<file path="src/sv/move_list_promote_to_front_top_defines.svh">
// Assertion macros for the move-to-front list block.
// Included by modules that carry concurrent checks; no other dependencies.
`ifndef MOVE_LIST_PROMOTE_TO_FRONT_TOP_DEFINES_SVH
`define MOVE_LIST_PROMOTE_TO_FRONT_TOP_DEFINES_SVH

// Same-cycle implication, disabled during reset
`define MLPF_ASSERT_IMP(lbl, clk, rst_n, ante, cons, msg) \
    lbl: assert property (@(posedge clk) disable iff (!rst_n) (ante) |-> (cons)) \
        else $error(msg);

// Next-cycle implication, disabled during reset
`define MLPF_ASSERT_NXT(lbl, clk, rst_n, ante, cons, msg) \
    lbl: assert property (@(posedge clk) disable iff (!rst_n) (ante) |=> (cons)) \
        else $error(msg);

`endif

</file>
<file path="src/sv/mlpf_pkg.sv">
// Shared types and constants for the move-to-front list block.
// No dependencies; imported by the cell, the pick logic and the top level.
`timescale 1ns / 1ps
`default_nettype none

package mlpf_pkg;

    localparam int LIST_DEPTH_DEF = 256;
    localparam int KEY_W          = 32;
    localparam int POS_W          = 8;
    localparam int LEN_W          = 9;
    localparam int FROM_W         = 9;
    localparam int MODE_W         = 3;

    typedef enum logic [MODE_W-1:0] {
        MODE_CLEAR   = 3'd0,
        MODE_APPEND  = 3'd1,
        MODE_PROMOTE = 3'd2,
        MODE_PAIR    = 3'd3,
        MODE_READ    = 3'd4
    } t_mode;

    typedef enum logic [1:0] {
        S_IDLE,
        S_MOVE,
        S_CMP
    } t_state;

    // Broadcast command from the controller to every cell
    typedef struct packed {
        logic              cmp;
        logic              load;
        logic              move;
        logic              found;
        logic [FROM_W-1:0] from;
        logic [LEN_W-1:0]  count;
        logic [FROM_W-1:0] load_idx;
        logic [KEY_W-1:0]  key;
        logic [KEY_W-1:0]  score;
    } t_cell_cmd;

endpackage

`default_nettype wire

</file>
<file path="src/sv/mlpf_pick.sv">
// First-match isolation over the cells' hit flags: one-hot first hit and the
// span of cells at or below it. Depends on mlpf_pkg.
`timescale 1ns / 1ps
`default_nettype none

module mlpf_pick
    import mlpf_pkg::*;
#(
    parameter int LIST_DEPTH = LIST_DEPTH_DEF
) (
    input  wire logic [LIST_DEPTH-1:0] i_hits,
    output logic      [LIST_DEPTH-1:0] o_first,
    output logic      [LIST_DEPTH-1:0] o_span,
    output logic                       o_found
);

    logic [LIST_DEPTH-1:0] dec;

    // Borrow ripples up to the lowest hit: xor marks that bit and all below
    assign dec     = i_hits - LIST_DEPTH'(1);
    assign o_found = |i_hits;
    assign o_span  = o_found ? (i_hits ^ dec) : '0;
    assign o_first = i_hits & o_span;

endmodule

`default_nettype wire

</file>
<file path="config.mk">
export PLATFORM = sky130hd
export DESIGN_NAME = mlpf_pick
export DESIGN_NICKNAME = d
export VERILOG_FILES = /design/src/sv/move_list_promote_to_front_top_defines.svh /design/src/sv/mlpf_pkg.sv /design/src/sv/mlpf_pick.sv
export SDC_FILE = /design/constraint.sdc
export NUM_CORES = 1
export LEC_CHECK = 0
export BUFFER_PORTS_ARGS = -buffer_cell sky130_fd_sc_hd__buf_2
export CAP_MARGIN = 20
export CORE_AREA = 4 4 294 296
export DETAILED_ROUTE_END_ITERATION = 10
export DIE_AREA = 0 0 298 300
export PLACE_DENSITY_LB_ADDON = 0.2
export SETUP_SLACK_MARGIN = 0.02
export SYNTH_ARGS = -nofsm -noshare
export SYNTH_HDL_FRONTEND = slang
export SYNTH_SLANG_ARGS = --single-unit
</file>
<file path="constraint.sdc">
create_clock -name vclk -period 4.3
set_input_delay 0.645 -clock vclk [all_inputs]
set_output_delay 0.645 -clock vclk [all_outputs]
set_load 0.02 [all_outputs]
</file>
==> run_results.csv <==
group,metric,value,unit
sta,fmax,0.2347,GHz
floorplan,core_area,0.08356,mm²
global_routing,globalRouteOverflowTotal,0,
setup_path,required,3.65,ns
placement,dp_hpwl,110.4,mm
finish,register_area,0,µm²
clock_tree,hold_buffers,0,
finish,drive_above_1_share,51.33,%
floorplan,die_y,300,µm
sta,holdWs,1.626,ns
finish,clock_buffers,0,
placement,place.gp.congestion,0.9655,
sta,slew_headroom,50.68,%
logic_synthesis,netlist_area,0.008572,mm²
placement,placed_cells,3843,
sta,slew_violations,0,
logic_synthesis,synthDistinctLibCells,41,
flow_run,maxCapViolations,0,
setup_path,critPathMaxStageDelay,0.56,ns
finish,seq_cells,0,
power_and_ir_drop,powerDensity,34.08,mW/mm²
global_routing,grt_pass1_wl,166.1,mm
route,drt_first_pass_iters,5,
sta,hold_viol,0,
power_and_ir_drop,finalPower,0.0006392,W
finish,syn_to_final_growth,118.8,%
finish,fin_area,0.01876,mm²
sta,worst_pin_slew,0.7342,ns
finish,fin_cells,3870,
sta,fin_setup_tns,0,ns
power_and_ir_drop,leakage,9.297,nW
sta,rsz0062_at_grt,"yes",
global_routing,grt_pass1_vias,19250,
setup_path,path_max_fanout,4,
setup_path,crit_type,"in -> out",
logic_synthesis,syn_nets,1813,
route,wl,125.7,mm
setup_path,slowest_stage,"or4_4",
route,drtIter0Drc,1548,
floorplan,initial_utilization,10.26,%
logic_synthesis,synth.avg_cell_area,5.509,µm²
logic_synthesis,yosysTopAreaCell,"nor4_1",
sta,setup_viol,0,
global_routing,grt_use_total,26.11,%
route,viasPerCell,4.895,
logic_synthesis,synth_area_leaders,"nor4_1 16%, nor3_1 13%, nor2_1 10%",
setup_path,end_kind,"output pin",
logic_synthesis,ys_seq_area_share,0,%
route,routedWlPerCell,32.49,µm
placement,dpl_cell_area,0.01755,mm²
global_routing,grt_max_degree,33,
finish,antenna_cells,0,
logic_synthesis,yosysWarningCount,0,
global_routing,antenna_found_initial,9,
power_and_ir_drop,peakVddDrop,28.79,µV
setup_path,arrival,3.62,ns
floorplan,die_w,298,µm
run_status,status,"finished clean",
finish,final_cell_mix,"738 x buf_2, 501 x buf_4, 224 x nor2_1, 201 x nor3_1, 177 x nor4_1",
setup_path,start_kind,"input port",
finish,mostFrequentLayoutCell,"buf_2",
worst_hold_path,hold_path.class,"in -> out",
finish,nets,3049,
setup_path,path_cells,"buf_8, inv_4, ha_4, or3b_4, nand4b_1, buf_6, or4_4, buf_4, buf_4, or4_4, nor2_1, buf_2",
floorplan,dieArea,0.08940,mm²
logic_synthesis,netlist.area_leader.share,16.13,%
route,drcViolationCount,0,
sta,min_period,4.260,ns
route,dr_total_vias,18940,
placement,portBuffers,769,
floorplan,num_rows,106,
floorplan,ios,769,
sta,period_share,99.08,%
logic_synthesis,synth_cells,1556,
route,ant_nets,0,
==> stage by stage <==
stage | worst slack (ns) | util [%]
2_1_floorplan | 0.1328 | -
3_3_place_gp | -0.4709 | 21.00
3_5_place_dp | -0.5037 | 21.00
4_1_cts | 0.01020 | 21.63
5_1_grt | -0.04313 | 22.45
6_report | 0.03954 | 22.45
==> worst paths after layout <==
kind                    start           end  cells after the start
setup / recovery    i_hits[1]   o_span[174]                     12
hold / removal    i_hits[204]  o_first[204]                      4
==> logic make-up (layout without fill, tap and decap cells) <==
kind of cell | Yosys count | count (layout) | share of synthesized area [%]
and+or+nand+nor | 1383 | 1383 | 91.75
buffers and inverters | 169 | 1403 | 7.853
AOI/OAI and AO/OA | 2 | 2 | 0.1459
adders and majority gates | 1 | 1 | 0.1459
xor gates and xnor gates | 1 | 1 | 0.1022
==> timing repair <==
item                                    CTS  global route
cloned                                    1             4
endpoints found under the setup margin  258           168
endpoints found under the hold margin     0             0
pin swaps                                 6            16
buffers inserted                          4            18
gates resized for setup                  90           103
==> cells in the mapped netlist (all sizes together) <==
master,instances
nor3b,14
nand3b,3
or4,90
xor2,1
nand4b,9
nor4bb,1
or3b,1
ha,1
nor2b,6
or3,60
nand2,102
clkbuf,39
or2,14
nand3,89
o21ai,1
and3,108
and2,66
or4bb,1
nor2,229
nand4,75
nor4b,15
buf,19
nand2b,9
nor4,236
nand4bb,1
nor3,224
o211ai,1
and4,29
inv,111
and3b,1
==> per-layer routing <==
metal / part of all wire, % / wire (µm) / vias up / GRT usage (%)
met1: 41 / 51830 / 9370 / 32.88
met3: 6.8 / 8537 / 118 / 3.906
met2: 49 / 61850 / 983 / 47.44
met4: 2.8 / 3487 / 4 / 4.789
met5: 0.020 / 25 / - / 0
li1: - / - / 8467 / -
==> power by group <==
part / switching (W) / leakage, nW / internal [W]
combinational: 0.000410 / 9.30 / 0.000229
sequential: 0 / 0 / 0
clock: 0 / 0 / 0
==> critical path, delay by kind of cell <==
kind | cells | cell delay [ns]
and+or+nand+nor | 5 | 1.95
buffers and inverters | 6 | 0.89
adders and majority gates | 1 | 0.12
==> final cells by class <==
cell class / instances / area [µm²]
Fill cell: 9819 / 64800
Multi-Input combinational cell: 1387 / 8651
Timing Repair Buffer: 1292 / 8327
Tap cell: 1080 / 1351
Inverter: 111 / 426.7
(Power assumes the default switching activity.)
