==> src/sv/move_list_promote_to_front_top_defines.svh <==
// Assertion macros for the move-to-front list block.
// Included by modules that carry concurrent checks; no other dependencies.
`ifndef MOVE_LIST_PROMOTE_TO_FRONT_TOP_DEFINES_SVH
`define MOVE_LIST_PROMOTE_TO_FRONT_TOP_DEFINES_SVH

// Same-cycle implication, disabled during reset
`define MLPF_ASSERT_IMP(lbl, clk, rst_n, ante, cons, msg) \
    lbl: assert property (@(posedge clk) disable iff (!rst_n) (ante) |-> (cons)) \
        else $error(msg);

// Next-cycle implication, disabled during reset
`define MLPF_ASSERT_NXT(lbl, clk, rst_n, ante, cons, msg) \
    lbl: assert property (@(posedge clk) disable iff (!rst_n) (ante) |=> (cons)) \
        else $error(msg);

`endif

==> src/sv/mlpf_pkg.sv <==
// Shared types and constants for the move-to-front list block.
// No dependencies; imported by the cell, the pick logic and the top level.
`timescale 1ns / 1ps
`default_nettype none

package mlpf_pkg;

    localparam int LIST_DEPTH_DEF = 256;
    localparam int KEY_W          = 32;
    localparam int POS_W          = 8;
    localparam int LEN_W          = 9;
    localparam int FROM_W         = 9;
    localparam int MODE_W         = 3;

    typedef enum logic [MODE_W-1:0] {
        MODE_CLEAR   = 3'd0,
        MODE_APPEND  = 3'd1,
        MODE_PROMOTE = 3'd2,
        MODE_PAIR    = 3'd3,
        MODE_READ    = 3'd4
    } t_mode;

    typedef enum logic [1:0] {
        S_IDLE,
        S_MOVE,
        S_CMP
    } t_state;

    // Broadcast command from the controller to every cell
    typedef struct packed {
        logic              cmp;
        logic              load;
        logic              move;
        logic              found;
        logic [FROM_W-1:0] from;
        logic [LEN_W-1:0]  count;
        logic [FROM_W-1:0] load_idx;
        logic [KEY_W-1:0]  key;
        logic [KEY_W-1:0]  score;
    } t_cell_cmd;

endpackage

`default_nettype wire

==> src/sv/mlpf_cell.sv <==
// One list slot: holds a key and score, compares against the search key and
// takes its left neighbor's entry on a shift. Depends on mlpf_pkg.
`timescale 1ns / 1ps
`default_nettype none

module mlpf_cell
    import mlpf_pkg::*;
#(
    parameter int IDX = 0
) (
    input  wire logic             i_clk,
    input  wire logic             i_rst_n,
    input  wire t_cell_cmd        i_cmd,
    input  wire logic [KEY_W-1:0] i_prev_key,
    input  wire logic [KEY_W-1:0] i_prev_score,
    input  wire logic             i_span,
    input  wire logic [KEY_W-1:0] i_match_key,
    input  wire logic [KEY_W-1:0] i_match_score,
    output logic      [KEY_W-1:0] o_key,
    output logic      [KEY_W-1:0] o_score,
    output logic                  o_hit
);

    localparam logic [FROM_W-1:0] IDX_V = FROM_W'(IDX);

    logic [KEY_W-1:0] r_key, n_key;
    logic [KEY_W-1:0] r_score, n_score;
    logic             r_hit;
    logic             at_from;
    logic             in_range;

    assign at_from  = (IDX_V == i_cmd.from);
    assign in_range = (IDX_V >= i_cmd.from) && (IDX_V < i_cmd.count);

    // Pick the next entry: append load, insert of the match at the from cell, or shift from the left
    always_comb begin
        n_key   = r_key;
        n_score = r_score;
        if (i_cmd.load && (i_cmd.load_idx == IDX_V)) begin
            n_key   = i_cmd.key;
            n_score = i_cmd.score;
        end else if (i_cmd.move && i_cmd.found && at_from) begin
            n_key   = i_match_key;
            n_score = i_match_score;
        end else if (i_cmd.move && i_span && (IDX_V > i_cmd.from)) begin
            n_key   = i_prev_key;
            n_score = i_prev_score;
        end
    end

    always_ff @(posedge i_clk) begin
        r_key   <= n_key;
        r_score <= n_score;
    end

    // Latch the compare result for the following move cycle
    always_ff @(posedge i_clk) begin
        if (!i_rst_n) begin
            r_hit <= 1'b0;
        end else if (i_cmd.cmp) begin
            r_hit <= in_range && (r_key == i_cmd.key);
        end
    end

    assign o_key   = r_key;
    assign o_score = r_score;
    assign o_hit   = r_hit;

endmodule

`default_nettype wire

==> config.mk <==
export PLATFORM = sky130hd
export DESIGN_NAME = mlpf_cell
export DESIGN_NICKNAME = d
export VERILOG_FILES = /design/src/sv/move_list_promote_to_front_top_defines.svh /design/src/sv/mlpf_pkg.sv /design/src/sv/mlpf_cell.sv
export SDC_FILE = /design/constraint.sdc
export NUM_CORES = 1
export LEC_CHECK = 0
export ABC_CLOCK_PERIOD_IN_PS = 4300
export BUFFER_PORTS_ARGS = -buffer_cell sky130_fd_sc_hd__clkbuf_2
export CAP_MARGIN = 20
export CORE_AREA = 5 5 108 110
export CTS_CLUSTER_DIAMETER = 40
export DETAILED_ROUTE_END_ITERATION = 8
export DIE_AREA = 0 0 113 115
export GPL_TIMING_DRIVEN = 0
export PLACE_DENSITY = 0.73
export SLEW_MARGIN = 10
export SYNTH_ARGS = -nofsm -noshare
export SYNTH_HDL_FRONTEND = slang
export SYNTH_SLANG_ARGS = --single-unit
==> constraint.sdc <==
create_clock -name i_clk -period 4.3 [get_ports i_clk]
set_input_delay 0.215 -clock i_clk [delete_from_list [all_inputs] [get_ports i_clk]]
set_output_delay 0.215 -clock i_clk [all_outputs]
set_load 0.02 [all_outputs]
==> results of run 1 <==
==> registers in the layout, indices dropped and copies added (netlist names) <==
signal and cells:
o_score 32, o_hit 1, o_key 32
==> power by group through the flow <==
stage / combinational, W / clock (W) / sequential (W)
2_1_floorplan: 0.0000449 / 0 / 0.000712
3_5_place_dp: 0.000169 / 0 / 0.000711
6_report: 0.000170 / 0.000477 / 0.000697
5_1_grt: 0.000188 / 0.000521 / 0.000696
3_3_place_gp: 0.000164 / 0 / 0.000711
4_1_cts: 0.000170 / 0.000490 / 0.000696
==> final cells by class <==
cell class / instances / area [um^2]
well taps: 140 / 175
plain buffers: 28 / 158
repair buffers: 290 / 1470
fillers: 1033 / 5100
clock buffers: 13 / 159
multi-input cells: 315 / 1590
clock inverters: 3 / 15.0
flip-flops and latches: 65 / 1940
==> cells by family (layout without fill, tap and decap cells) <==
logic type / after synthesis / after routing / synth area share
and+or+nand+nor: 218 / 218 / 0.244
xor gates and xnor gates: 32 / 32 / 0.0761
DFF: 65 / 65 / 0.527
buffers and inverters: 28 / 334 / 0.0428
AOI/OAI and AO/OA: 65 / 65 / 0.110
==> routing by layer <==
metal  wire, um  vias to the layer above
met5          0                        -
met4        568                        0
met3       1680                       42
met2       7430                      253
met1       5570                     1966
li1           -                     2040
==> stage by stage <==
step	worst slack, ps	instance area (um^2)
after floorplan	1020	3680
after global placement	-27.8	5300
after detailed placement	1410	5330
after CTS	1790	5510
after global routing	1670	5510
final	1810	5510
==> worst max-delay path, stage by stage <==
cell and delay, ps:
clkbuf_2 80, or4_4 540, nor4_4 280, nand3_1 130, clkbuf_1 310, buf_2 300
nand2_4 350, buf_12 290
==> cell usage in the layout (no fill, tap or decap), drive strengths merged, types with 2 or more instances in the layout <==
| master | Yosys | layout |
|---|---|---|
| a31oi | 64 | 64 |
| buf | 10 | 11 |
| clkbuf | 18 | 320 |
| clkinv | 0 | 3 |
| edfxtp | 64 | 64 |
| nand2 | 129 | 129 |
| nand3 | 3 | 3 |
| nand4 | 4 | 4 |
| nor2 | 65 | 65 |
| nor3 | 2 | 2 |
| nor4 | 9 | 9 |
| or4 | 2 | 2 |
| xnor2 | 9 | 9 |
| xor2 | 23 | 23 |
==> worst min-delay path by stage <==
stage	startpoint	endpoint	slack [ps]
global placement	i_rst_n	o_hit$_SDFFE_PN0P_	490
detailed placement	i_rst_n	o_hit$_SDFFE_PN0P_	490
global route	i_rst_n	o_hit$_SDFFE_PN0P_	150
finish	i_rst_n	o_hit$_SDFFE_PN0P_	150
floorplan	i_rst_n	o_hit$_SDFFE_PN0P_	360
CTS	i_rst_n	o_hit$_SDFFE_PN0P_	120
==> flow_summary.toml, run 1 <==
[floorplan]
die_h_um = 115
pin_count = 291
fp.coreArea_um2 = 10600
initial_core_util = 0.347
die-area_um2 = 13000
rows = 38
die_x_um = 113

[synthesis]
yosysSeqAreaShare = 0.527
synth_area_um2 = 3680
synthTopCellsByArea = "edfxtp_1 52%, nand2_1 13%, a31oi_1 11%"
async_flop_share = 0
synth_cells = 408
yosysMostFrequentCell = "nand2_1"
yosys_warnings = 0
syn_nets = 634
yosys.area.top_type_share = 0.522
synth_top_cell_by_area = "edfxtp_1"
netlist-cell-type-count = 23
synth_common_cells = "129 x nand2_1, 65 x nor2_1, 64 x a31oi_1, 64 x edfxtp_1, 23 x xor2_1"
ys_seq_elements = 65
synth_edf_count = 64
synth_ff_type = "edfxtp_1"
synth.avg_cell_area_um2 = 9.03

[setup_path]
reg2regPathDepth = 5
critPathRequiredTime_ps = 4330
reg2reg_to = "o_hit$_SDFFE_PN0P_"
cp-end-kind = "flop"
cp-startpoint = "i_cmd[87]"
path_max_fanout = 36
worst-r2r-setup-slack_ps = 2520
crit_path_end = "o_key[9]$_DFFE_PP_"
arrival_ps = 2520
r2r_start = "o_key[1]$_DFFE_PP_"
worstSetupPathType = "input pin to flop"
startpoint_type = "input pin"

[pwr]
p_sw_w = 0.000309
p_per_area_nw_per_um2 = 244
peakVddDrop_uv = 120
p_seq_frac = 0.518
combPwrFrac = 0.127
finalPower_w = 0.00134
swShare = 0.230
p_int_w = 0.00103
p_leak_nw = 2.64
power.share.clock = 0.355

[timing]
hold_viol_final = 0
setup_viol = 0
fmax_ghz = 0.401
rsz0062_at_grt = "no"
final.setup.tns_ps = 0
worstMarginPinSlew_ps = 628
hold_slack_ps = 149
finalCriticalPeriod_ps = 2490
finalMaxSlewViolations = 0
slew_headroom = 0.581
fin_skew_ps = 3.27
period_share = 0.580

[placement]
dp_hpwl_mm = 12.4
port_buffers = 289
gp_congestion = 0.982
post-place-cells = 838

[global_routing]
grt_util_met3 = 0.0837
use_met1 = 0.253
grt_start_max_net_pins = 37
grt_antenna_before_repair = 0
gr-total-overflow = 0
grt_use_met2 = 0.391
busiest_layer = "met2"
grt_use_total = 0.227
grt_pass1_wl_mm = 22.8
grt_pass1_vias = 4492

[clock_tree]
clock_path_buffers = 2
clock-sinks = 65
cts_buffers = 9
cts_tree = "done"
cts_root_buf = "clkbuf_8"
postCtsResizedCells = 0
clkLatencyLatePin_ps = 340
clk_pin_slew_ps = 70
htreeDepth = 3
hold_buffers = 0
post_cts_buffers = 0

[final_layout]
drive_gt1_frac = 0.444
final_nets = 935
antennaDiodeCount = 0
final_util = 0.519
finalNonFillerCells = 854
syn_to_final_growth_pct = 49.5

[route]
drc = 0
wirelength_mm = 15.2
firstDrtPassIters = 6
drtIter0Drc = 236
vias = 4301
drtAntennaViolNets = 0
viasPerCell = 5.04
routedWlPerCell_um = 17.9

[hold_path]
hold_depth = 3
hp-class = "input pin to flop"

[job]
cap_violations = 0

[run_status]
outcome = "complete, no violations"
No activity file was read; power rests on OpenSTA's default activity.
==> run 2, diff against run 1 <==
ABC_CLOCK_PERIOD_IN_PS = 2500   (was 4300)
clock period = 2.5 ns   (was 4.3 ns; I/O delays follow)
==> flow_summary.toml, run 2 (same netlist as run 1, synthesis figures left out) <==
[setup_path]
r2r_start = "o_key[1]$_DFFE_PP_"
cp-end-kind = "flop"
path_max_fanout = 64
startpoint_type = "input pin"
cp_slowest_cell = "or4_4"
arrival_ps = 2210
worstSetupPathType = "input pin to flop"
worst-r2r-setup-slack_ps = 650
crit_path_max_incr_delay_ps = 530
reg2regPathDepth = 5
critPathRequiredTime_ps = 2480
reg2reg_to = "o_hit$_SDFFE_PN0P_"
worstPathCellList = "clkbuf_2, or4_4, nor4_4, nand3_1, clkbuf_1, buf_2, nand2_8"

[global_routing]
gr-total-overflow = 0
grt_pass1_vias = 4287
grt_pass1_wl_mm = 21.8
grt_start_max_net_pins = 65
grt_use_total = 0.217
grt_antenna_before_repair = 0

[placement]
gp_congestion = 0.933
port_buffers = 289
post-place-cells = 837
placed_area_um2 = 5310
dp_hpwl_mm = 11.9

[pwr]
peakVddDrop_uv = 355
finalPower_w = 0.00265
p_seq_frac = 0.452
p_int_w = 0.00212
p_per_area_nw_per_um2 = 475
p_leak_nw = 2.67
p_sw_w = 0.000528
swShare = 0.199
combPwrFrac = 0.109
power.share.clock = 0.439

[timing]
fin_skew_ps = 4.01
finalCriticalPeriod_ps = 2230
finalMaxSlewViolations = 0
final.setup.tns_ps = 0
fmax_ghz = 0.449
setup_viol = 0
worstMarginPinSlew_ps = 618
rsz0062_at_grt = "no"
hold_viol_final = 0
slew_headroom = 0.588
period_share = 0.891

[clock_tree]
clkLatencyLatePin_ps = 340
clock-sinks = 65
cts_root_buf = "clkbuf_8"
clock_path_buffers = 2
cts_tree = "done"
post_cts_buffers = 0
cts_buffers = 9
postCtsResizedCells = 0
htreeDepth = 3
hold_buffers = 0
clk_pin_slew_ps = 70

[route]
drc = 0
routedWlPerCell_um = 17.1
wirelength_mm = 14.6
drtAntennaViolNets = 0
drtIter0Drc = 257
firstDrtPassIters = 4
vias = 4188
viasPerCell = 4.91

[floorplan]
pin_count = 291
initial_core_util = 0.347
rows = 38
die-area_um2 = 13000
die_x_um = 113
fp.coreArea_um2 = 10600
die_h_um = 115

[final_layout]
final_cell_mix = "289 x clkbuf_2, 128 x nand2_1, 65 x nor2_1"
layout_commonest_cell = "clkbuf_2"
drive_gt1_frac = 0.443
finalNonFillerCells = 853
final_nets = 934
antennaDiodeCount = 0
fin_area_um2 = 5580
syn_to_final_growth_pct = 51.4

[run_status]
outcome = "complete, no violations"

[hold_path]
hold_end = "o_hit$_SDFFE_PN0P_"
hp-class = "input pin to flop"
min-delay-start = "i_rst_n"
hold_depth = 3

[job]
cap_violations = 0
## run 2: critical path: cells and delay by family
kind,cells,cell delay (ps)
AND/OR/NAND/NOR,4,1350
buffers and inverters,3,660
## run 2: power by group through the flow
| stage | Sequential [W] | Combinational (W) | Clock (W) |
|---|---|---|---|
| after floorplan | 0.00122 | 0.0000772 | 0 |
| after global placement | 0.00122 | 0.000279 | 0 |
| after detailed placement | 0.00122 | 0.000287 | 0 |
| after CTS | 0.00120 | 0.000290 | 0.00119 |
| after global routing | 0.00120 | 0.000319 | 0.00124 |
| final | 0.00120 | 0.000290 | 0.00116 |
## run 2: through the flow
| stage | hold slack, ps | util | worst slack, ps |
|---|---|---|---|
| after floorplan | 271 | - | 264 |
| after global placement | 390 | 0.501 | -347 |
| after detailed placement | 396 | 0.501 | -369 |
| after CTS | 34.0 | 0.525 | 13.5 |
| after global routing | 42.7 | 0.526 | 113 |
| final | 57.2 | 0.526 | 273 |
## run 2: layout make-up
cell class | instances | area (um^2)
well taps | 140 | 175
clock buffers | 9 | 124
flip-flops and latches | 65 | 1940
multi-input cells | 315 | 1600
clock inverters | 7 | 133
repair buffers | 289 | 1450
fillers | 1012 | 5030
plain buffers | 28 | 158
## run 2: how the worst max path moves through the flow
stage | startpoint | end | slack (ps) | cells past startpoint
finish | i_cmd[87] | o_score[9]$_DFFE_PP_ | 270 | 7
global route | i_cmd[87] | o_score[12]$_DFFE_PP_ | 110 | 7
CTS | i_cmd[87] | o_key[7]$_DFFE_PP_ | 10 | 7
detailed placement | i_cmd[87] | o_key[10]$_DFFE_PP_ | -370 | 7
global placement | i_cmd[87] | o_key[6]$_DFFE_PP_ | -350 | 7
floorplan | i_cmd[87] | o_key[0]$_DFFE_PP_ | 260 | 6
## run 2: layer usage
metal  GRT usage  wire, um  up-vias
met4      0.0986       430        0
li1            -         -     2037
met2       0.369      7270      211
met3      0.0626      1390       31
met5           0         0        -
met1       0.254      5510     1909
